`src/design/lpfr_pkg.sv`:
```
// Shared types and default constants for the LRU page frame replacer.
package lpfr_pkg;

  localparam int DEF_FRAMES    = 4;
  localparam int DEF_PAGE_BITS = 20;

  typedef enum logic {
    ST_EMPTY,
    ST_FULL
  } ctl_state_t;

  typedef struct packed {
    logic update_state;
    logic load_result;
  } dp_cmd_t;

endpackage

```
`src/design/lpfr_ctrl.sv`:
```
// Handshake controller for the LRU page frame replacer result register.
module lpfr_ctrl
  import lpfr_pkg::*;
(
  input  logic    clk,
  input  logic    rst_n,
  input  logic    in_tvalid,
  output logic    in_tready,
  output logic    out_tvalid,
  input  logic    out_tready,
  output dp_cmd_t cmd
);

  ctl_state_t state_r;
  ctl_state_t state_nxt;
  logic       take;

  always_ff @(posedge clk) begin
    if (!rst_n) begin
      state_r <= ST_EMPTY;
    end else begin
      state_r <= state_nxt;
    end
  end

  always_comb begin
    state_nxt = state_r;
    unique case (state_r)
      ST_EMPTY: begin
        if (in_tvalid) begin
          state_nxt = ST_FULL;
        end
      end
      ST_FULL: begin
        if (out_tready && !in_tvalid) begin
          state_nxt = ST_EMPTY;
        end
      end
      default: state_nxt = ST_EMPTY;
    endcase
  end

  always_comb begin
    in_tready  = 1'b0;
    out_tvalid = 1'b0;
    unique case (state_r)
      ST_EMPTY: begin
        in_tready = 1'b1;
      end
      ST_FULL: begin
        in_tready  = out_tready;
        out_tvalid = 1'b1;
      end
      default: begin
        in_tready  = 1'b0;
        out_tvalid = 1'b0;
      end
    endcase
  end

  assign take             = in_tvalid && in_tready;
  assign cmd.update_state = take;
  assign cmd.load_result  = take;

  // An accepted request always leaves a result waiting in the next cycle.
  a_take_gives_result: assert property (@(posedge clk) disable iff (!rst_n)
    take |=> out_tvalid)
    else $error("accepted request produced no result");

endmodule

```
`src/design/lpfr_datapath.sv`:
```
// Frame tags, valid bits, recency ranks and result register of the replacer.
module lpfr_datapath
  import lpfr_pkg::*;
#(
  parameter int FRAMES    = DEF_FRAMES,
  parameter int PAGE_BITS = DEF_PAGE_BITS,
  parameter int IDX_W     = $clog2(FRAMES)
) (
  input  logic                 clk,
  input  logic                 rst_n,
  input  dp_cmd_t              cmd,
  input  logic [PAGE_BITS-1:0] page,
  output logic                 res_hit,
  output logic [IDX_W-1:0]     res_frame_index,
  output logic                 res_evicted_valid,
  output logic [PAGE_BITS-1:0] res_evicted_page
);

  logic [PAGE_BITS-1:0] page_r [FRAMES];
  logic [FRAMES-1:0]    valid_r;
  logic [IDX_W-1:0]     rank_r [FRAMES];
  logic [IDX_W-1:0]     rank_nxt [FRAMES];

  logic                 lookup_hit;
  logic [IDX_W-1:0]     hit_idx;
  logic                 any_empty;
  logic [IDX_W-1:0]     empty_idx;
  logic [IDX_W-1:0]     lru_idx;
  logic [IDX_W-1:0]     target;
  logic [IDX_W-1:0]     old_rank;
  logic                 evict;

  always_comb begin
    lookup_hit = 1'b0;
    hit_idx    = '0;
    any_empty  = 1'b0;
    empty_idx  = '0;
    lru_idx    = '0;
    for (int i = FRAMES - 1; i >= 0; i--) begin
      if (valid_r[i] && (page_r[i] == page)) begin
        lookup_hit = 1'b1;
        hit_idx    = IDX_W'(i);
      end
      if (!valid_r[i]) begin
        any_empty = 1'b1;
        empty_idx = IDX_W'(i);
      end
      if (rank_r[i] == '0) begin
        lru_idx = IDX_W'(i);
      end
    end
  end

  always_comb begin
    if (lookup_hit) begin
      target = hit_idx;
    end else if (any_empty) begin
      target = empty_idx;
    end else begin
      target = lru_idx;
    end
  end

  assign evict    = !lookup_hit && !any_empty;
  assign old_rank = rank_r[target];

  always_comb begin
    for (int i = 0; i < FRAMES; i++) begin
      if (IDX_W'(i) == target) begin
        rank_nxt[i] = IDX_W'(FRAMES - 1);
      end else if (rank_r[i] > old_rank) begin
        rank_nxt[i] = rank_r[i] - 1'b1;
      end else begin
        rank_nxt[i] = rank_r[i];
      end
    end
  end

  always_ff @(posedge clk) begin
    if (!rst_n) begin
      valid_r <= '0;
      for (int i = 0; i < FRAMES; i++) begin
        rank_r[i] <= IDX_W'(i);
      end
    end else if (cmd.update_state) begin
      rank_r <= rank_nxt;
      if (!lookup_hit) begin
        valid_r[target] <= 1'b1;
      end
    end
  end

  always_ff @(posedge clk) begin
    if (cmd.update_state && !lookup_hit) begin
      page_r[target] <= page;
    end
  end

  always_ff @(posedge clk) begin
    if (cmd.load_result) begin
      res_hit           <= lookup_hit;
      res_frame_index   <= target;
      res_evicted_valid <= evict;
      res_evicted_page  <= evict ? page_r[target] : '0;
    end
  end

  // A hit never changes which frames are occupied.
  a_hit_keeps_valid: assert property (@(posedge clk) disable iff (!rst_n)
    (cmd.update_state && lookup_hit) |=> $stable(valid_r))
    else $error("hit changed frame occupancy");

  // An eviction is only reported when every frame was occupied.
  a_evict_only_full: assert property (@(posedge clk) disable iff (!rst_n)
    (cmd.load_result && any_empty) |=> !res_evicted_valid)
    else $error("eviction reported while a frame was empty");

  // The frame just touched holds the most recent rank.
  a_target_top_rank: assert property (@(posedge clk) disable iff (!rst_n)
    cmd.update_state |=> (rank_r[res_frame_index] == IDX_W'(FRAMES - 1)))
    else $error("touched frame is not most recent");

endmodule

```
`src/design/lru_page_frame_replacer_core.sv`:
```
// Top level of the LRU page frame replacer: controller plus datapath.
//
// Each request on the in_ stream carries one page number. The block looks
// it up in a fully associative set of FRAMES frames and returns one result
// on the out_ stream: hit flag, frame index, and the evicted page if a
// resident page had to be replaced. Empty frames are filled lowest first;
// when all are occupied the least recently used frame is replaced.
// The result is presented in the cycle after its request is accepted. The
// tag compare, frame choice and rank update all finish in the accept cycle,
// so one request is taken per cycle, set by the single result register.
// When the receiver stalls, the result is held and a new request is taken
// only in the cycle that the held result is taken.
// Reset empties all frames and sets the rank of frame i to i; it takes
// effect at once with no sweep.
module lru_page_frame_replacer_core
  import lpfr_pkg::*;
#(
  parameter int FRAMES    = DEF_FRAMES,
  parameter int PAGE_BITS = DEF_PAGE_BITS,
  parameter int IDX_W     = $clog2(FRAMES),
  parameter int IN_W      = ((PAGE_BITS + 7) / 8) * 8,
  parameter int OUT_W     = ((PAGE_BITS + IDX_W + 2 + 7) / 8) * 8
) (
  input  logic             clk,
  input  logic             rst_n,
  input  logic             in_tvalid,
  output logic             in_tready,
  // Fields from bit 0 up: page_number.
  input  logic [IN_W-1:0]  in_tdata,
  output logic             out_tvalid,
  input  logic             out_tready,
  // Fields from bit 0 up: hit, frame_index, evicted_valid, evicted_page.
  output logic [OUT_W-1:0] out_tdata
);

  dp_cmd_t              cmd;
  logic                 res_hit;
  logic [IDX_W-1:0]     res_frame_index;
  logic                 res_evicted_valid;
  logic [PAGE_BITS-1:0] res_evicted_page;

  lpfr_ctrl u_ctrl (
    .clk        (clk),
    .rst_n      (rst_n),
    .in_tvalid  (in_tvalid),
    .in_tready  (in_tready),
    .out_tvalid (out_tvalid),
    .out_tready (out_tready),
    .cmd        (cmd)
  );

  lpfr_datapath #(
    .FRAMES    (FRAMES),
    .PAGE_BITS (PAGE_BITS),
    .IDX_W     (IDX_W)
  ) u_datapath (
    .clk               (clk),
    .rst_n             (rst_n),
    .cmd               (cmd),
    .page              (in_tdata[PAGE_BITS-1:0]),
    .res_hit           (res_hit),
    .res_frame_index   (res_frame_index),
    .res_evicted_valid (res_evicted_valid),
    .res_evicted_page  (res_evicted_page)
  );

  assign out_tdata = OUT_W'({res_evicted_page, res_evicted_valid, res_frame_index, res_hit});

endmodule
```
`config.mk`:
```
export PLATFORM = sky130hd
export DESIGN_NAME = lru_page_frame_replacer_core
export DESIGN_NICKNAME = d
export VERILOG_FILES = /design/src/design/lpfr_pkg.sv /design/src/design/lpfr_ctrl.sv /design/src/design/lpfr_datapath.sv /design/src/design/lru_page_frame_replacer_core.sv
export SDC_FILE = /design/constraint.sdc
export NUM_CORES = 1
export LEC_CHECK = 0
export BUFFER_PORTS_ARGS = -buffer_cell sky130_fd_sc_hd__buf_2
export CAP_MARGIN = 5
export CORE_MARGIN = 2
export CORE_UTILIZATION = 64
export DETAILED_ROUTE_END_ITERATION = 7
export PLACE_DENSITY = 0.85
export SYNTH_ARGS = -nofsm -noshare
export SYNTH_HDL_FRONTEND = slang
export SYNTH_SLANG_ARGS = --single-unit
```
`constraint.sdc`:
```
create_clock -name clk -period 9.35 [get_ports clk]
set_clock_uncertainty 0.1 [all_clocks]
set_input_delay 0.4675 -clock clk [delete_from_list [all_inputs] [get_ports clk]]
set_output_delay 0.4675 -clock clk [all_outputs]
set_load 0.005 [all_outputs]
```
==> results by group, run 1 <==
Outcome
  – Outcome: finished, final reports clean

Final layout
  – Layout cells sized above 1: 23.78%
  – Final Util: 74.73%
  – Synth-to-Final Area Change: 14.03%
  – Total of fill cells in the finished design: between 500 and 600
  – Final std cells w/o fill: approximately 620
  – Final nets: 536
  – Antenna diodes: 0

Yosys
  – Fraction of registers with async set/reset: 0%
  – Synthesized cell area: about 6000 um2
  – Syn_nets: between 400 and 500
  – Gate Count Post-Synth: 450
  – FF+latch count, synth: about 120
  – YS warnings: 0
  – Distinct cells, synth: 55
  – Predominant post-synthesis flop cell: edfxtp_1
  – Sequential area share after synthesis: 56.13%
  – Post-synth EDFFs: roughly 100
  – Avg Cell Area, Syn: around 13 um2

Clock tree
  – Clock Path Buffers: 2
  – Setup bufs post-CTS: 0
  – Sink Count: 117
  – Clk_lat worst skew: 0.51 ns
  – H-Tree Depth: 4
  – # hold bufs at CTS: 0
  – Clock root cell: clkbuf_8
  – Clk pin slew, worst setup/hold paths: approximately 0.060 ns
  – TritonCTS clock tree: done
  – Total CTS buffers: 17
  – Post-CTS sizing: 0

Timing
  – Fin crit share: between 40% and 50%
  – Final setup margin: about 4.7 ns
  – Count of final hold-check violations: 0
  – Max Fclk: between 0.2 and 0.25 GHz
  – # setup viols final: 0
  – RSZ-0062 raised after global routing: false
  – Final setup TNS: 0 ns
  – Slew margin rel.: around half
  – Worst-Margin Slew: around 0.72 ns
  – Tmin final: roughly 4.6 ns
  – Final Max Slew Viols: 0

Worst setup path
  – Critical Setup Path Class: flip-flop to flip-flop
  – Worst path arrival time: 4.93 ns
  – Critical Path End Type: flip-flop
  – Crit. Startpoint: u_datapath.page_r[3][19]
  – Worst Setup EP: u_datapath.rank_r[6]
  – CP startpoint kind: flip-flop
  – Path depth of the worst reg2reg path: 14
  – Reg-to-reg endpoint: u_datapath.rank_r[6]
  – R2R Path Start: u_datapath.page_r[3][19]
  – Crit path max fanout: 31
  – Required time of the critical path: between 9 and 10 ns
  – Worst R2R Setup Slack: ~4.7 ns

Floorplan
  – Initial Util: 65.54%
  – DIE WIDTH: slightly above 100 um
  – Die Span Y: between 100 and 150 um
  – Die area: approximately 10,000 um2
  – # IOs: between 50 and 60
  – Core Footprint: about 9200 um2
  – Row Count: 35

Power
  – Pleak: between 2 and 2.5 nW
  – Worst vdd ir: around 0.00015 V
  – Pwr/cell area: 209.3 nW/um2
  – Design Power: roughly 1.4 mW

GRT
  – First-pass GRT wire length: between 20,000 and 25,000 um
  – Initial antenna violation count: 0
  – Vias in the first global route: ~4,000
  – All-Layer GR Usage: between 20 and 30%
  – Congestion Overflow GR: 0
  – Largest net degree at the start of global routing: 35

Placement
  – Pre-CTS setup slack: approximately 4.7 ns
  – Inst Count DP: between 500 and 600
  – Detailed Place HPWL: between 8000 and 9000 um
  – Final GP Congestion: approximately 0.9
  – Quantity of I/O buffers inserted on ports: slightly below 50

Routing
  – Wirelength, routed: about 14,000 um
  – 1st-iter DRT viols: between 400 and 500
  – DR WL/cell: between 20 and 25 um
  – Vias: between 4,000 and 5,000
  – DRT antenna net count: 0
  – Residual DRC: 0
  – Post-DR vias/cell: roughly 6.5
  – DRT Pass-1 Iters: 5

Hold path
  – Hold Path Class: input pin to flip-flop
  – Hold path start: in_tvalid

Run
  – Max Cap Violations: 0
## how the worst min path moves through the flow
stage	cells past startpoint	endpoint
2_1_floorplan	2	u_datapath.rank_r[7]
3_3_place_gp	2	u_ctrl.state_r
3_5_place_dp	2	u_ctrl.state_r
4_1_cts	3	u_ctrl.state_r
5_1_grt	3	u_ctrl.state_r
6_report	3	u_ctrl.state_r
## layer usage
| metal | part of all wire [%] | vias to the layer above | wire, um | track usage, % |
|---|---|---|---|---|
| li1 | - | 1807 | - | - |
| met1 | 38 | 2014 | 5231 | 37.82 |
| met2 | 51 | 199 | 6912 | 46.77 |
| met3 | 7.8 | 38 | 1066 | 7.074 |
| met4 | 2.8 | 0 | 384 | 11.02 |
| met5 | 0 | - | 0 | 0 |
## sequential cells by signal, summed over array words and instances (netlist names)
register,flops
u_datapath.rank_r,8
u_datapath.res_evicted_page,20
u_datapath.res_hit,1
u_datapath.page_r,80
u_datapath.valid_r,4
u_ctrl.state_r,1
u_datapath.res_frame_index,2
u_datapath.res_evicted_valid,1
## kinds of logic after synthesis
family	count (synthesis)	share of synthesized area, %
multiplexers	22	7.806
AND/OR/NAND/NOR	128	12.00
buffers and inverters	39	3.757
AO/OA/AOI/OAI	54	6.394
flip-flops	117	56.13
XOR/XNOR	80	11.87
adder cells (fa/ha/maj)	10	2.035
## report_power, final
group          internal [mW]  switching [mW]  leakage (nW)
Combinational         0.0841           0.120          1.02
Sequential             0.596          0.0168          1.08
Clock                  0.380           0.242         0.267
## cells in the mapped netlist, types with 3 or more instances
| master | number | area (um2) |
|---|---|---|
| xor2_1 | 14 | 122.6 |
| o211ai_1 | 5 | 37.54 |
| nand2b_1 | 3 | 18.77 |
| nand2_1 | 18 | 67.56 |
| edfxtp_1 | 104 | 3123 |
| nor3_1 | 4 | 20.02 |
| buf_2 | 3 | 15.01 |
| nand3_1 | 12 | 60.06 |
| and2_1 | 21 | 131.4 |
| o31a_1 | 3 | 26.28 |
| dfxtp_1 | 13 | 260.3 |
| and3_1 | 5 | 31.28 |
| nand4_1 | 29 | 181.4 |
| xnor2_1 | 64 | 560.5 |
| o21ai_0 | 11 | 55.05 |
| nor3b_1 | 4 | 30.03 |
| buf_6 | 7 | 78.83 |
| ha_1 | 8 | 100.1 |
| o21a_1 | 5 | 37.54 |
| mux4_2 | 20 | 450.4 |
| clkbuf_1 | 11 | 41.29 |
| a21oi_1 | 10 | 50.05 |
| inv_1 | 13 | 48.80 |
| nor2_1 | 13 | 48.80 |
| nor4_1 | 9 | 56.30 |
## cell usage in the layout (no fill, tap or decap), types with 6 or more instances in the layout
master,instances
buf_2,49
a21oi_1,10
nor2_1,10
nor4_1,9
mux4_2,20
dfxtp_1,13
nand3_1,12
clkbuf_16,16
xnor2_1,64
nand2_1,18
inv_1,13
and2_1,21
o21ai_0,11
edfxtp_1,104
nand4_1,29
buf_4,6
xor2_1,14
ha_1,8
## area by class of cell
| type | count | area, um2 | area share, % |
|---|---|---|---|
| sequential | 117 | 3383 | 49.23 |
| multi-input combinational | 294 | 2430 | 35.35 |
| clock buffer | 17 | 414.1 | 6.026 |
| timing repair buffer | 55 | 290.3 | 4.224 |
| clock inverter | 15 | 155.1 | 2.257 |
| tap | 111 | 138.9 | 2.021 |
| inverter | 15 | 61.31 | 0.8920 |
## worst max-delay path: stages, from the launching register on
cell      delay, ns
edfxtp_1       0.40
xnor2_1        0.21
nand4_1        0.19
nor4_1         0.55
nand4_1        0.31
nand3_1        0.21
nand2_1        0.13
inv_2          0.55
o21ai_0        0.18
a21oi_1        0.41
ha_1           0.32
nor2_1         0.26
a21oi_1        0.09
or3_1          0.36
o31a_1         0.24
## stage by stage
step                area [um2]  hold WS (ns)
floorplan                 6027        0.3892
global placement          6304        0.4047
detailed placement        6304        0.4273
CTS                       6873        0.1130
global route              6873        0.1129
finish                    6873        0.1235
Power figures use the tool's default switching activity.
==> run 2, diff against run 1 <==
- CORE_UTILIZATION: 64 -> 54
- PLACE_DENSITY: 0.85 -> 0.76
- clock period: 9.35 -> 3.71 ns (I/O delays scaled with it)
==> results by group, run 2 (same netlist as run 1, synthesis figures left out) <==
Clock tree
  – H-Tree Depth: 4
  – Clk_lat worst skew: approximately 0.53 ns
  – TritonCTS clock tree: done
  – Clk pin slew, worst setup/hold paths: ~0.060 ns
  – Total CTS buffers: 17
  – Sink Count: 117
  – Clock Path Buffers: 2
  – Clock root cell: clkbuf_8

Hold path
  – Hold Path Class: input pin to flip-flop
  – Hold EP: u_datapath.rank_r[1]
  – Hold path start: out_tready
  – Hold-critical path depth: 4

Floorplan
  – Row Count: 38
  – Initial Util: between 50% and 60%
  – # IOs: 54
  – Die area: ~12,000 um2
  – Core Footprint: about 11,000 um2
  – DIE WIDTH: ~110 um
  – Die Span Y: between 100 and 150 um

Final layout
  – Reg area: 3383 um2
  – Largest Register: u_datapath.page_r
  – Layout cells sized above 1: about 30%
  – Antenna diodes: 0
  – Synth-to-Final Area Change: 24.27%
  – Commonest non-fill, non-tap cells in the layout: edfxtp_1, xnor2_1, buf_2
  – Total of fill cells in the finished design: a little under 800
  – Final nets: 582
  – Multi-input logic area: ~2600 um2
  – Largest registers: u_datapath.page_r (80), u_datapath.res_evicted_page (20), u_datapath.rank_r (8)
  – Max reg flops: 80
  – Most common cell after layout, fill and taps aside: edfxtp_1

Worst setup path
  – Path depth of the worst reg2reg path: 15
  – Crit. Startpoint: in_tdata[16]
  – Critical Path End Type: flip-flop
  – R2R Path Start: u_datapath.page_r[1][16]
  – Required time of the critical path: around 4.0 ns
  – Crit path max fanout: 8
  – Reg-to-reg endpoint: u_datapath.rank_r[6]
  – CP startpoint kind: input pin
  – Worst R2R Setup Slack: 0.16 ns
  – Worst path arrival time: a little under 4 ns
  – Critical Setup Path Class: input pin to flip-flop

Placement
  – Quantity of I/O buffers inserted on ports: a little under 50
  – Detailed Place HPWL: 9500 um
  – Final GP Congestion: between 0.8 and 0.9
  – Pre-CTS setup slack: -0.002123 ns

GRT
  – Largest net degree at the start of global routing: 30
  – Vias in the first global route: slightly above 4,000
  – Gr busiest metal: met2
  – Initial antenna violation count: 0
  – GRT met3 Usage: 5.928%
  – All-Layer GR Usage: roughly 26%
  – Met1 Usage GRT: 33.79%
  – First-pass GRT wire length: between 20,000 and 25,000 um
  – Met2 GRT Util: 41.31%
  – Congestion Overflow GR: 0

Timing
  – Count of final hold-check violations: 0
  – # setup viols final: 0
  – Max Fclk: 0.2796 GHz
  – Final Max Slew Viols: 0
  – Final setup margin: about 0.13 ns
  – Slew margin rel.: a little over half
  – Fin crit share: between 90% and 100%
  – Tmin final: 3.577 ns
  – Worst-Margin Slew: ~0.71 ns
  – Final setup TNS: 0 ns
  – Hold Slack: around 0.29 ns

Power
  – Pwr/cell area: 499.7 nW/um2
  – Design Power: roughly 3.7 mW
  – Worst vdd ir: about 0.00042 V
  – Pleak: roughly 2.7 nW

Routing
  – DRT antenna net count: 0
  – Vias: between 4,000 and 5,000
  – Post-DR vias/cell: around 5.9
  – 1st-iter DRT viols: approximately 340
  – Wirelength, routed: 14,190 um
  – DR WL/cell: about 20 um
  – Residual DRC: 0
  – DRT Pass-1 Iters: 5

Run
  – Max Cap Violations: 0

Outcome
  – Outcome: finished, final reports clean
run 2: cell types whose count changed in the layout (fill, tap and decap cells not counted), moves of 2 or more:
cell	before	now
nor4_2	0	3
nor2_2	3	5
xnor2_2	2	13
dlygate4sd3_1	0	23
buf_12	0	4
xnor2_1	64	53
inv_6	5	2
nor2_1	10	8
buf_4	6	25
nor4_1	9	6
clkinv_2	1	3
run 2: worst max-delay path, cell delays in order:
cell and delay, ns:
dlygate4sd3_1 0.55, buf_2 0.20, xnor2_1 0.30, nand4_1 0.15, nor4_2 0.34, nand4_1 0.18, and2_1 0.22, nand2_1 0.11
inv_2 0.08, nor2_1 0.14, a211oi_2 0.07, a21oi_2 0.22, ha_1 0.30, nor2_2 0.17, a21oi_1 0.08, or3_1 0.36
o31a_1 0.24
run 2: final cells by class:
type	count	area share (%)
Clock buffer	18	5.580
Multi-Input combinational cell	294	34.06
Clock inverter	13	2.105
Timing Repair Buffer	101	9.923
Sequential cell	117	45.17
Tap cell	140	2.339
Inverter	15	0.8186
run 2: metal layers:
layer  vias to the layer above  wire length, um
met5                         -                0
met4                         0              255
met3                        22              983
met2                       183             7085
met1                      2023             5870
li1                       1892                -
run 2: what timing repair did:
action / in CTS / in global routing
pin swaps: 0 / 5
gates resized for setup: 1 / 20
buffers inserted: 0 / 4
hold buffers: 23 / 0
hold endpoints to repair: 90 / 0
gates cloned: 0 / 0
endpoints found under the setup margin: 3 / 8
run 2: worst max path at each step:
| stage | endpoint | slack [ns] |
|---|---|---|
| CTS | u_datapath.rank_r[6] | 0.04 |
| global route | u_datapath.rank_r[6] | -0.02 |
| detailed placement | u_datapath.rank_r[2] | -0.002 |
| global placement | u_datapath.rank_r[6] | 0.08 |
| floorplan | u_datapath.page_r[0][0] | 0.007 |
| finish | u_datapath.rank_r[6] | 0.13 |
run 2: power by group:
group          leakage [nW]  internal, mW  switching [mW]  total [mW]
registers              1.08          1.50          0.0434        1.54
logic                  1.31         0.271           0.325       0.597
clock network         0.274          1.01           0.586        1.60
total                  2.67          2.79           0.955        3.74
run 2: metrics by stage:
stage          cells  utilization [%]  instance area, um2
4_1_cts          694            67.43                7342
5_1_grt          698            68.79                7490
2_1_floorplan    450                -                6027
6_report         698            68.79                7490
3_3_place_gp     640            60.00                6533
3_5_place_dp     640            60.00                6533
